==> src/hdl/svfe_pkg.sv <==
// Types and constants of the sprite voxel face emitter.
// Used by every module of the block; no dependencies.
package svfe_pkg;

  localparam int MAX_WIDTH_DFLT = 256;
  localparam int FACE_COUNT = 5;

  localparam logic [8:0]  IMAGE_WIDTH_RST = 9'd256;
  localparam logic [7:0]  ALPHA_THR_RST   = 8'd200;
  localparam logic [20:0] VTX_PER_FACE    = 21'd4;

  typedef enum logic [2:0] {
    FACE_FRONT  = 3'd0,
    FACE_LEFT   = 3'd1,
    FACE_RIGHT  = 3'd2,
    FACE_BOTTOM = 3'd3,
    FACE_TOP    = 3'd4
  } face_e;

  typedef enum logic {
    REG_IMAGE_WIDTH     = 1'b0,
    REG_ALPHA_THRESHOLD = 1'b1
  } reg_idx_e;

  typedef struct packed {
    logic       kind;
    logic [7:0] alpha;
    logic       frame_start;
  } in_word_t;

  typedef struct packed {
    face_e       face_kind;
    logic [7:0]  pixel_col;
    logic [7:0]  pixel_row;
    logic [20:0] first_vertex;
    logic        last_face;
  } out_word_t;

  // One voxel's pending faces: bit k of the mask set means face k is shown.
  typedef struct packed {
    logic [FACE_COUNT-1:0] mask;
    logic [7:0]            col;
    logic [7:0]            row;
    logic [20:0]           vbase;
  } job_t;

endpackage

==> src/hdl/sprite_voxel_face_emitter_unit.sv <==
// Sprite voxel face emitter, top level. Depends on svfe_pkg, svfe_front,
// svfe_job_fifo and svfe_emit.
// Path: a voxel's job is queued when the word that completes its neighborhood
//   (the pixel below it in the next row) is taken, then loaded into the emitter.
// Throughput: one input word per cycle while the job queue has room; one
//   record per cycle out while not stalled, one per face (1..5) of a voxel.
// Reset (async, active low): line buffer fill count, counters and queue clear;
//   image_width reads 256 and alpha_threshold 200.
module sprite_voxel_face_emitter_unit
  import svfe_pkg::*;
#(
  parameter int MaxWidth = MAX_WIDTH_DFLT
) (
  input  logic        clk_i,
  input  logic        rst_ni,

  input  logic        in_valid_i,
  output logic        in_stall_o,
  input  in_word_t    in_data_i,

  output logic        out_valid_o,
  input  logic        out_stall_i,
  output out_word_t   out_data_o,

  input  logic        psel,
  input  logic        penable,
  input  logic        pwrite,
  input  logic [2:0]  paddr,
  input  logic [31:0] pwdata,
  output logic [31:0] prdata,
  output logic        pready
);

  logic [8:0] image_width_q;
  logic [7:0] alpha_thr_q;
  reg_idx_e   reg_idx;

  logic       step;
  logic       job_push, job_pop, job_valid, job_full;
  job_t       job_in, job_out;

  // Register file: two words, index taken from the word address bit.
  assign pready  = 1'b1;
  assign reg_idx = reg_idx_e'(paddr[2]);

  always_comb begin
    case (reg_idx)
      REG_IMAGE_WIDTH:     prdata = {23'd0, image_width_q};
      REG_ALPHA_THRESHOLD: prdata = {24'd0, alpha_thr_q};
      default:             prdata = '0;
    endcase
  end

  always_ff @(posedge clk_i or negedge rst_ni) begin
    if (!rst_ni) begin
      image_width_q <= IMAGE_WIDTH_RST;
      alpha_thr_q   <= ALPHA_THR_RST;
    end else if (psel && penable && pwrite && pready) begin
      case (reg_idx)
        REG_IMAGE_WIDTH:     image_width_q <= pwdata[8:0];
        REG_ALPHA_THRESHOLD: alpha_thr_q   <= pwdata[7:0];
        default:             ;
      endcase
    end
  end

  // Hold the input only when the job queue is full; the queue parts the
  // input side from output stalls.
  assign in_stall_o = job_full;
  assign step       = in_valid_i && !in_stall_o;

  // Classify each word and update the rolling line buffers.
  svfe_front #(
    .MaxWidth(MaxWidth)
  ) u_front (
    .clk_i            (clk_i),
    .rst_ni           (rst_ni),
    .image_width_i    (image_width_q),
    .alpha_threshold_i(alpha_thr_q),
    .step_i           (step),
    .word_i           (in_data_i),
    .job_valid_o      (job_push),
    .job_o            (job_in)
  );

  // Queue voxels that show at least one face.
  svfe_job_fifo u_fifo (
    .clk_i  (clk_i),
    .rst_ni (rst_ni),
    .push_i (job_push),
    .data_i (job_in),
    .pop_i  (job_pop),
    .valid_o(job_valid),
    .full_o (job_full),
    .data_o (job_out)
  );

  // Serialize faces, lowest face kind first.
  svfe_emit u_emit (
    .clk_i      (clk_i),
    .rst_ni     (rst_ni),
    .job_valid_i(job_valid),
    .job_i      (job_out),
    .pop_o      (job_pop),
    .out_valid_o(out_valid_o),
    .out_stall_i(out_stall_i),
    .out_data_o (out_data_o)
  );

endmodule

==> src/hdl/svfe_front.sv <==
// Pixel classifier: line buffers, position counters and face mask per voxel.
// Depends on svfe_pkg.
module svfe_front
  import svfe_pkg::*;
#(
  parameter int MaxWidth = MAX_WIDTH_DFLT
) (
  input  logic       clk_i,
  input  logic       rst_ni,
  input  logic [8:0] image_width_i,
  input  logic [7:0] alpha_threshold_i,
  input  logic       step_i,
  input  in_word_t   word_i,
  output logic       job_valid_o,
  output job_t       job_o
);

  localparam int ColW = $clog2(MaxWidth);
  localparam int WidW = (ColW + 1 > 10) ? ColW + 1 : 10;
  localparam logic [WidW-1:0] MaxW = WidW'(MaxWidth);

  typedef struct packed {
    logic prev;
    logic cur;
  } line_t;

  // Columns are always written in order from 0 within a frame, so the entries
  // written since the frame began form a prefix [0, fill); the rest read as 0.
  line_t             line_q [MaxWidth];
  line_t             mem_a_q;
  logic              mem_b_q;
  line_t             wr_q;
  logic              a_mem_q, a_mem_d;
  logic              b_mem_q, b_mem_d;
  logic              b_byp_q, b_byp_d;
  logic [ColW:0]     fill_q, fill_d, fill_base;
  logic              left_q;
  logic [ColW-1:0]   col_q, col_d;
  logic [8:0]        row_q, row_d;
  logic [20:0]       vtx_q, vtx_d;

  logic [WidW-1:0]   iw_ext, eff_w;
  logic [ColW-1:0]   x;
  logic [ColW:0]     xp1, x_wide, addr_a, addr_b;
  logic [ColW-1:0]   idx_a, idx_b;
  logic [8:0]        rc, row_m1;
  logic [20:0]       vbase;
  line_t             here, here_raw, wr;
  logic              nxt_cur, nxt_raw;
  logic              incoming, left_opq, right_opq, show;
  logic [FACE_COUNT-1:0] mask;
  logic [2:0]        n_faces;
  logic [ColW+7:0]   x_ext;

  always_comb begin
    iw_ext = WidW'(image_width_i);
    if (iw_ext < WidW'(2)) begin
      eff_w = WidW'(2);
    end else if (iw_ext > MaxW) begin
      eff_w = MaxW;
    end else begin
      eff_w = iw_ext;
    end

    // A new frame restarts at pixel (0, 0) with empty buffers.
    x      = word_i.frame_start ? '0 : col_q;
    rc     = word_i.frame_start ? '0 : row_q;
    vbase  = word_i.frame_start ? '0 : vtx_q;
    xp1    = {1'b0, x} + (ColW + 1)'(1);
    x_wide = {1'b0, x};

    // Column x and x+1 were fetched when the previous word was taken.
    here_raw = a_mem_q ? mem_a_q : '0;
    nxt_raw  = b_byp_q ? wr_q.cur : (b_mem_q && mem_b_q);
    here     = word_i.frame_start ? '0 : here_raw;
    nxt_cur  = !word_i.frame_start && nxt_raw;

    incoming  = !word_i.kind && (word_i.alpha >= alpha_threshold_i);
    left_opq  = (x != '0) && left_q && !word_i.frame_start;
    right_opq = (WidW'(xp1) < eff_w) && nxt_cur;
    show      = (rc != '0) && here.cur;

    mask = '0;
    if (show) begin
      mask[FACE_FRONT]  = 1'b1;
      mask[FACE_LEFT]   = !left_opq;
      mask[FACE_RIGHT]  = !right_opq;
      mask[FACE_BOTTOM] = !here.prev;
      mask[FACE_TOP]    = !incoming;
    end
    n_faces = 3'($countones(mask));

    row_m1 = rc - 9'd1;
    x_ext  = (ColW + 8)'(x);

    job_o.mask  = mask;
    job_o.col   = x_ext[7:0];
    job_o.row   = row_m1[7:0];
    job_o.vbase = vbase + 21'd1;
    job_valid_o = step_i && show;

    vtx_d = vbase + {16'd0, n_faces, 2'b00};
    if (WidW'(xp1) >= eff_w) begin
      col_d = '0;
      row_d = rc + 9'd1;
    end else begin
      col_d = xp1[ColW-1:0];
      row_d = rc;
    end

    // Roll the window: current row bit moves down, new bit takes its place.
    wr        = '{prev: here.cur, cur: incoming};
    fill_base = word_i.frame_start ? '0 : fill_q;
    fill_d    = (xp1 > fill_base) ? xp1 : fill_base;

    // Fetch the next column and its right neighbor. The next column never
    // equals x; its neighbor does when a two-pixel row wraps, so forward it.
    addr_a  = {1'b0, col_d};
    addr_b  = addr_a + (ColW + 1)'(1);
    idx_a   = addr_a[ColW-1:0];
    idx_b   = addr_b[ColW-1:0];
    a_mem_d = (addr_a < fill_d);
    b_byp_d = (addr_b == x_wide);
    b_mem_d = !b_byp_d && (addr_b < fill_d);
  end

  always_ff @(posedge clk_i or negedge rst_ni) begin
    if (!rst_ni) begin
      wr_q    <= '0;
      a_mem_q <= 1'b0;
      b_mem_q <= 1'b0;
      b_byp_q <= 1'b0;
      fill_q  <= '0;
      left_q  <= 1'b0;
      col_q   <= '0;
      row_q   <= '0;
      vtx_q   <= '0;
    end else if (step_i) begin
      wr_q    <= wr;
      a_mem_q <= a_mem_d;
      b_mem_q <= b_mem_d;
      b_byp_q <= b_byp_d;
      fill_q  <= fill_d;
      left_q  <= here.cur;
      col_q   <= col_d;
      row_q   <= row_d;
      vtx_q   <= vtx_d;
    end
  end

  always_ff @(posedge clk_i) begin
    if (step_i) begin
      line_q[x] <= wr;
      mem_a_q   <= line_q[idx_a];
      mem_b_q   <= line_q[idx_b].cur;
    end
  end

endmodule

==> src/hdl/svfe_job_fifo.sv <==
// Two-entry queue of voxel jobs between the classifier and the emitter.
// Depends on svfe_pkg.
module svfe_job_fifo
  import svfe_pkg::*;
(
  input  logic clk_i,
  input  logic rst_ni,
  input  logic push_i,
  input  job_t data_i,
  input  logic pop_i,
  output logic valid_o,
  output logic full_o,
  output job_t data_o
);

  job_t       slot_q [2];
  logic       wr_q, rd_q;
  logic [1:0] cnt_q;

  assign valid_o = (cnt_q != 2'd0);
  assign full_o  = (cnt_q == 2'd2);
  assign data_o  = slot_q[rd_q];

  always_ff @(posedge clk_i or negedge rst_ni) begin
    if (!rst_ni) begin
      wr_q  <= 1'b0;
      rd_q  <= 1'b0;
      cnt_q <= 2'd0;
    end else begin
      if (push_i) begin
        wr_q <= !wr_q;
      end
      if (pop_i) begin
        rd_q <= !rd_q;
      end
      if (push_i && !pop_i) begin
        cnt_q <= cnt_q + 2'd1;
      end else if (pop_i && !push_i) begin
        cnt_q <= cnt_q - 2'd1;
      end
    end
  end

  always_ff @(posedge clk_i) begin
    if (push_i) begin
      slot_q[wr_q] <= data_i;
    end
  end

endmodule

==> src/hdl/svfe_emit.sv <==
// Face emitter: sends one face record per cycle while the output is not stalled, from the current voxel job.
// Depends on svfe_pkg.
module svfe_emit
  import svfe_pkg::*;
(
  input  logic      clk_i,
  input  logic      rst_ni,
  input  logic      job_valid_i,
  input  job_t      job_i,
  output logic      pop_o,
  output logic      out_valid_o,
  input  logic      out_stall_i,
  output out_word_t out_data_o
);

  logic [FACE_COUNT-1:0] rem_q;
  logic [7:0]            col_q, row_q;
  logic [20:0]           vtx_q;

  logic [2:0]            sel;
  logic [FACE_COUNT-1:0] low, rest;
  logic                  take, last, done;

  always_comb begin
    sel = 3'd0;
    for (int k = FACE_COUNT - 1; k >= 0; k--) begin
      if (rem_q[k]) begin
        sel = 3'(k);
      end
    end
    low  = FACE_COUNT'(1) << sel;
    rest = rem_q & ~low;
    last = (rest == '0);

    out_valid_o             = (rem_q != '0);
    out_data_o.face_kind    = face_e'(sel);
    out_data_o.pixel_col    = col_q;
    out_data_o.pixel_row    = row_q;
    out_data_o.first_vertex = vtx_q;
    out_data_o.last_face    = last;

    take  = out_valid_o && !out_stall_i;
    done  = !out_valid_o || (take && last);
    pop_o = done && job_valid_i;
  end

  always_ff @(posedge clk_i or negedge rst_ni) begin
    if (!rst_ni) begin
      rem_q <= '0;
    end else if (pop_o) begin
      rem_q <= job_i.mask;
    end else if (take) begin
      rem_q <= rest;
    end
  end

  always_ff @(posedge clk_i) begin
    if (pop_o) begin
      col_q <= job_i.col;
      row_q <= job_i.row;
      vtx_q <= job_i.vbase;
    end else if (take) begin
      vtx_q <= vtx_q + VTX_PER_FACE;
    end
  end

endmodule

==> config.mk <==
export PLATFORM = sky130hd
export DESIGN_NAME = sprite_voxel_face_emitter_unit
export DESIGN_NICKNAME = d
export VERILOG_FILES = /design/src/hdl/svfe_pkg.sv /design/src/hdl/sprite_voxel_face_emitter_unit.sv /design/src/hdl/svfe_front.sv /design/src/hdl/svfe_job_fifo.sv /design/src/hdl/svfe_emit.sv
export SDC_FILE = /design/constraint.sdc
export NUM_CORES = 1
export LEC_CHECK = 0
export BUFFER_PORTS_ARGS = -buffer_cell sky130_fd_sc_hd__buf_2
export CORE_ASPECT_RATIO = 1.2
export CORE_MARGIN = 2
export CORE_UTILIZATION = 48
export CTS_BUF_LIST = sky130_fd_sc_hd__clkbuf_16
export CTS_CLUSTER_SIZE = 30
export DETAILED_ROUTE_END_ITERATION = 6
export GPL_TIMING_DRIVEN = 0
export PLACE_DENSITY = 0.69
export SLEW_MARGIN = 5
export SYNTH_ARGS = -nofsm -noshare
export SYNTH_HDL_FRONTEND = slang
export SYNTH_SLANG_ARGS = --single-unit
==> constraint.sdc <==
create_clock -name clk_i -period 8.3 [get_ports clk_i]
set_clock_uncertainty 0.2 [all_clocks]
set_input_delay 0.415 -clock clk_i [delete_from_list [all_inputs] [get_ports clk_i]]
set_output_delay 0.415 -clock clk_i [all_outputs]
set_load 0.02 [all_outputs]
### Word-level counts from Yosys, hierarchy flattened

Memory sizes are Yosys's and may differ from the RTL's. A register that Yosys moved wholly into a read port is not among the register bits.
Cells that the tools add are included.
Widths: inputs -> output; s select.

| operators by class | value |
|---|---|
| add/subtract/negate cells | 13 |
| multiply operators | 0 |
| divide/modulo/power cells | 0 |
| magnitude comparators | 8 |
| equal/unequal tests | 2 |
| shifts and indexed selects | 1 |
| muxes and demuxes | 29 |
| bitwise logic cells | 3 |
| reduce and logical (&&, ||, !) cells | 41 |

Operator list:

| cell | count |
|---|---|
| $pmux 32 s2 | 1 |
| $mux 21 | 3 |
| $mux 9 | 6 |
| $add 21x1->21 const B | 1 |
| $add 21x3->21 const B | 1 |
| $add 21x5->21 | 1 |
| $add 8x1->9 const B | 2 |
| $lt 9x9->1 | 2 |
| $logic_and 1x1->1 | 17 |
| $mux 8 | 2 |
| $mux 3 | 5 |
| $mux 5 | 3 |
| $logic_not 1->1 | 14 |
| $add 9x1->9 const B | 1 |
| $eq 9x8->1 | 1 |
| $ge 9x9->1 | 1 |
| $gt 9x9->1 | 1 |
| $gt 9x9->1 const B | 1 |
| $lt 8x9->1 | 1 |
| $lt 9x2->1 const B | 1 |
| $reduce_bool 9->1 | 1 |
| $ge 8x8->1 | 1 |
| $mux 2 | 4 |
| $reduce_bool 8->1 | 1 |
| other kinds (17) | 25 |

| storage, ports and cells | value |
|---|---|
| bits in registers | 115 |
| bits in latches | 0 |
| memory bits (writable) | 596 |
| ROM bits | 0 |
| input bits | 52 |
| output and inout bits | 76 |
| word-level logic and storage cells | 117 |
| memories kept | 2 |

Memory list:

| memory | words | width | rd ports | clocked after memory_dff | wr ports | line | RTL |
|---|---|---|---|---|---|---|---|
| u_front.line_q | 256 | 2 | 2 | 2 | 1 | svfe_front.sv:29 | `line_t line_q [MaxWidth];` |
| u_fifo.slot_q | 2 | 42 | 1 | 0 | 1 | svfe_job_fifo.sv:16 | `job_t slot_q [2];` |

### Longest topological paths before layout

| logic depth | value |
|---|---|
| depth after elaboration | 15 |
| gate-level depth with buffers | 36 |

### Hierarchy

A second synthesis with hierarchy kept.

| second synthesis, totals | value |
|---|---|
| cell total of the unflattened synthesis | 2913 |
| area, all modules | 35250.1 um2 |

By module, submodules not included:

| module | instances | cells each | area an instance (um2) | sequential area each (um2) |
|---|---|---|---|---|
| svfe_front | 1 | 2535 | 28767.6 | 16766.1 |
| svfe_job_fifo | 1 | 147 | 3422.0 | 2622.5 |
| svfe_emit | 1 | 158 | 2090.8 | 1236.2 |
| sprite_voxel_face_emitter_unit | 1 | 73 | 969.7 | 430.4 |

### Worst setup path after synthesis

No wires, ideal clock.

| path | value |
|---|---|
| kind | input to register |
| start point | in in_data_i[1] (netlist name) |
| end point | mem u_front.line_q[0][0] (netlist name), data pin |
| setup time | 1.388 ns |
| arrival time | 7.333 ns |
| required time | 6.712 ns |
| slack | -0.621 ns |
| cell stages on the path | 12 |
| path buffers | 0 |
| path through | inv_1 -> ha_1 -> nand2b_1 -> a21o_1 -> a21o_1 -> a21o_1 -> a21oi_1 -> nor2b_1 -> o21ai_0 -> nand2b_1 -> a21oi_1 -> nor2_1 |

| between the ends | value |
|---|---|
| word-level cells in the longest chain between the ends | 2 |

Ends and longest elaborated chain:

| element | line | RTL |
|---|---|---|
| start: declaration | sprite_voxel_face_emitter_unit.sv:19 | `input in_word_t in_data_i,` |
| $ge 8x8->1 | svfe_front.sv:78 | `incoming = !word_i.kind && (word_i.alpha >= alpha_threshold_i);` |
| $logic_and 1x1->1 | svfe_front.sv:78 |  |
| via u_front.incoming | svfe_front.sv:50 | `logic incoming, left_opq, right_opq, show;` |
| end: declaration | svfe_front.sv:29 |  |

The timed path passes the listed nets, and every way through them passes these cells.

==> impl_metrics.ini <==
[final_layout]
final_design_area_no_fill_um2 = 39000
fillCellCount = 5882
regArea_um2 = 21100
post_layout_nonfiller_instances = 4010
utilization_pct = 55.8
areaGrowthSynthToFinish_pct = 14.8
drive_gt1_share_pct = 14.9
nets = 3131
multiInputGateArea_um2 = 12000

[outcome]
violations = max-capacitance violations, max-slew violations, negative setup slack
outcome = complete, but fails checks

[synthesis]
dominantRegCellSynth = sky130_fd_sc_hd__edfxtp_1
synthesis.yosys.warnings = 0
synthDominantCellAreaShare_pct = 56.2
library_cells_used_by_synthesis = 79
post_synth_instance_area_um2 = 34000
synthTopCellsByArea = sky130_fd_sc_hd__edfxtp_1, sky130_fd_sc_hd__dfrtp_1, sky130_fd_sc_hd__nand2_1
asyncSetResetFlopFracSynth_pct = 10.9
synth-seq-area-share_pct = 61.9
synth_cells = 2810
synth_area_leader_cell = sky130_fd_sc_hd__edfxtp_1
syn-mean-instance-area_um2 = 12.1
synthesized_flop_and_latch_total = 714
synth_edf_count = 636

[worst_setup_path]
critPathSlowestCell = sky130_fd_sc_hd__clkbuf_1
crit_path_end_kind = flop
worst-path-max-fanout = 10
crit_path_frequent_cell = sky130_fd_sc_hd__buf_6
critPathKind = reg -> reg
critical_path.max_stage_delay_ns = 0.63
start_kind = flop
crit_arrival_ns = 8.51
path_cells = nor2b_1 > and2_1 > clkbuf_1 > nand2_2 > nor2_2 > ha_1 > and4_4 > and3b_1 > a2111oi_4 > buf_4 > nand3_4 > inv_4 > buf_6 > buf_6 > buf_8 > ha_2 > clkbuf_2 > clkbuf_4 > mux4_2 > mux2i_1 > o21ai_0 > o31ai_1 > nand4_1
worst-endpoint-required_ns = 8.41
path_delay_family = buffers and inverters
timing.critical_path.buf_inv = 8

[placed_design]
place_area_um2 = 36000
port_buffers = 77
place.detailed.hpwl_mm = 103
place.detailed.instances = 3844
gp_congestion = 1.00

[floorplan]
core_area_um2 = 69900
die_w_um = 247
dieArea_um2 = 73000
starting_density_of_the_core_pct = 48.6
num_io_pins = 128
std_cell_rows = 106
die_height_um = 296

[clocking]
clockRootBuffer = sky130_fd_sc_hd__clkbuf_16
clock_tree.buffer_depth = 3
cts_made_buffers = 75
clock_latency_on_the_worst_skew_pair_ns = 0.66
htreeDepth = 3
clk_pin_slew_ns = 0.06
cts_sinks = 714
cts_tree = built

[route]
detail_route.wl_per_cell_um = 37.6
finalWirelength_mm = 151
remaining_number_of_nets_flagged_by_the_antenna_check_after_routing = 0
detailroute.via_count = 27459
remaining_drc_errors = 0
routed_via_density = 6.85
dr.pass1.iters = 6
initialDrtViolationCount = 4478

[sta]
final.min_clock_period_ns = 8.39
timing_worst_slew_pin_value_ns = 1.57
setup_tns_ns = -0.222
max_freq_ghz = 0.119
rsz0062_at_grt = false
period_utilisation_layout_pct = 101
slew_headroom_pct = -4.75
setup_slack_ns = -0.0940
timing_hold_violations_final = 0
slew_viol_final = 44
setup_viol_count_final = 3

[global_routing]
number_of_global_route_vias_before_repair = 26603
grt_antenna_before_repair = 7
grt_remaining_overflow = 0
grt_max_degree = 81
grt_pass1_wl_mm = 204
grt_use_total_pct = 41.4

[power]
cellPowerDensity_nw_per_um2 = 353
vdd_drop_max_mv = 0.252
power.internal_uw = 7960
seq_power_share_pct = 32.3
swShare_pct = 42.2
comb_power_share_pct = 42.3
power_frac_clock_pct = 25.4
leakagePower_uw = 0.0139
power_switching_uw = 5800

[flow_run]
cap_viol_max_count = 4

[worst_hold_path]
worst_hold_path_type = in -> reg
[power groups by stage]
stage                     registers [µW]  clock network [µW]  logic [µW]
after floorplan                     4640                   0        2730
after global placement              4590                   0        5240
after detailed placement            4520                   0        5350
after CTS                           4440                3500        5510
after global routing                4470                3630        5840
final                               4440                3500        5820
[cell usage in the layout (no fill, tap or decap), drive strengths merged, types with 11 or more instances in the layout]
| cell | n |
|---|---|
| o21a | 14 |
| nor3 | 26 |
| nand2b | 21 |
| a31oi | 51 |
| mux4 | 47 |
| nand2 | 394 |
| nor2b | 37 |
| mux2 | 47 |
| o22ai | 18 |
| mux2i | 89 |
| nor4 | 11 |
| nand4 | 36 |
| and3 | 17 |
| a211oi | 14 |
| a221oi | 15 |
| a21oi | 85 |
| xnor2 | 41 |
| o221ai | 112 |
| conb | 24 |
| o21ai | 98 |
| buf | 174 |
| a32oi | 14 |
| dfrtp | 74 |
| clkinv | 31 |
| bufinv | 11 |
| xor2 | 37 |
| inv | 71 |
| nand3 | 107 |
| a21o | 12 |
| ha | 55 |
| dlygate4sd3 | 14 |
| nor2 | 342 |
| and2 | 14 |
| clkbuf | 208 |
| edfxtp | 636 |
[repair_timing]
item / 4_1_cts / 5_1_grt
hold buffers: 14 / 0
endpoints found under the hold margin: 96 / 0
pin swaps: 3 / 0
gates resized for setup: 76 / 18
setup endpoints to repair: 48 / 5
buffers inserted: 7 / 0
[cell families (layout without fill, tap and decap cells)]
logic type / Yosys count / after routing / synth area share (%)
AOI/OAI and AO/OA: 486 / 486 / 9.95
xor gates and xnor gates: 78 / 78 / 2.03
adders and majority gates: 58 / 58 / 2.20
buffers and inverters: 262 / 513 / 3.39
DFF: 714 / 714 / 61.9
muxes: 183 / 183 / 7.29
other: 2 / 33 / 0.0221
and+or+nand+nor: 1027 / 1027 / 13.2
[final timing paths]
path	start	endpoint	slack (ns)	cells past startpoint
worst min-delay path	in_data_i[0]	u_fifo.slot_q[0][34]	0.08	2
worst min register to register	u_front.fill_q[4]	u_front.fill_q[4]	0.27	2
worst max-delay path	u_front.col_q[5]	u_front.mem_b_q	-0.09	23
worst max register to register	u_front.col_q[5]	u_front.mem_b_q	-0.09	23
max in group asynchronous	rst_ni	u_front.row_q[7]	6.31	4
min in group asynchronous	rst_ni	u_fifo.rd_q	0.49	3
[cell usage after synthesis (5+ instances only)]
library cell	count
sky130_fd_sc_hd__nand2_1	393
sky130_fd_sc_hd__o21ai_0	96
sky130_fd_sc_hd__a32oi_1	14
sky130_fd_sc_hd__clkbuf_1	132
sky130_fd_sc_hd__a221oi_1	15
sky130_fd_sc_hd__and3_1	17
sky130_fd_sc_hd__nand3_1	106
sky130_fd_sc_hd__nand4_1	36
sky130_fd_sc_hd__mux2i_1	89
sky130_fd_sc_hd__o2111ai_1	6
sky130_fd_sc_hd__a22o_1	6
sky130_fd_sc_hd__nand2b_1	21
sky130_fd_sc_hd__dfrtp_1	74
sky130_fd_sc_hd__xnor2_1	40
sky130_fd_sc_hd__mux2_2	47
sky130_fd_sc_hd__inv_1	44
sky130_fd_sc_hd__o221ai_1	112
sky130_fd_sc_hd__nor3_1	24
sky130_fd_sc_hd__edfxtp_1	636
sky130_fd_sc_hd__and2_1	13
sky130_fd_sc_hd__a31oi_1	51
sky130_fd_sc_hd__nor2_1	341
sky130_fd_sc_hd__xor2_1	37
sky130_fd_sc_hd__o21a_1	14
sky130_fd_sc_hd__a221o_1	8
sky130_fd_sc_hd__a21oi_1	85
sky130_fd_sc_hd__ha_1	55
sky130_fd_sc_hd__a21o_1	12
sky130_fd_sc_hd__or4_1	8
sky130_fd_sc_hd__nor2b_1	37
sky130_fd_sc_hd__mux4_2	47
sky130_fd_sc_hd__a2111oi_0	6
sky130_fd_sc_hd__o22ai_1	18
sky130_fd_sc_hd__a211oi_1	14
sky130_fd_sc_hd__buf_4	29
sky130_fd_sc_hd__or3_1	5
sky130_fd_sc_hd__buf_1	6
sky130_fd_sc_hd__nor4_1	11
sky130_fd_sc_hd__buf_2	40
[stage by stage]
step	setup WS (ns)	power [µW]	hold WS (ns)
floorplan	0.195	7370	-0.0806
global placement	-7.84	9830	0.255
detailed placement	-6.54	9860	0.111
CTS	0.0432	13400	0.0696
global route	0.0426	13900	0.111
finish	-0.0940	13800	0.0795
[sequential cells by signal, summed over array words and instances (netlist names), 2 cells and up]
register / flops
u_emit.row_q: 8
u_front.vtx_q: 21
alpha_thr_q: 8
u_fifo.slot_q: 84
u_fifo.cnt_q: 2
u_front.mem_a_q: 2
image_width_q: 9
u_front.fill_q: 9
u_emit.vtx_q: 21
u_front.line_q: 512
u_front.col_q: 8
u_emit.col_q: 8
u_front.row_q: 9
u_emit.rem_q: 5
[routing by layer]
metal  track usage [%]  part of all wire (%)  vias to the layer above
li1                  -                     -                    10926
met1              47.9                    34                    13633
met2              65.5                    46                     2253
met3              11.2                    11                      643
met4              31.7                   9.0                        4
met5                 0                 0.019                        -
[area by class of cell]
class | count | area share (%)
Timing Repair Buffer | 115 | 2.42
Tap cell | 918 | 2.94
Multi-Input combinational cell | 1856 | 30.8
Inverter | 53 | 0.551
Sequential cell | 714 | 53.9
Antenna cell | 9 | 0.0577
Clock inverter | 63 | 1.55
Clock buffer | 76 | 4.87
Buffer | 206 | 2.84
No activity file was read; power rests on OpenSTA's default activity.
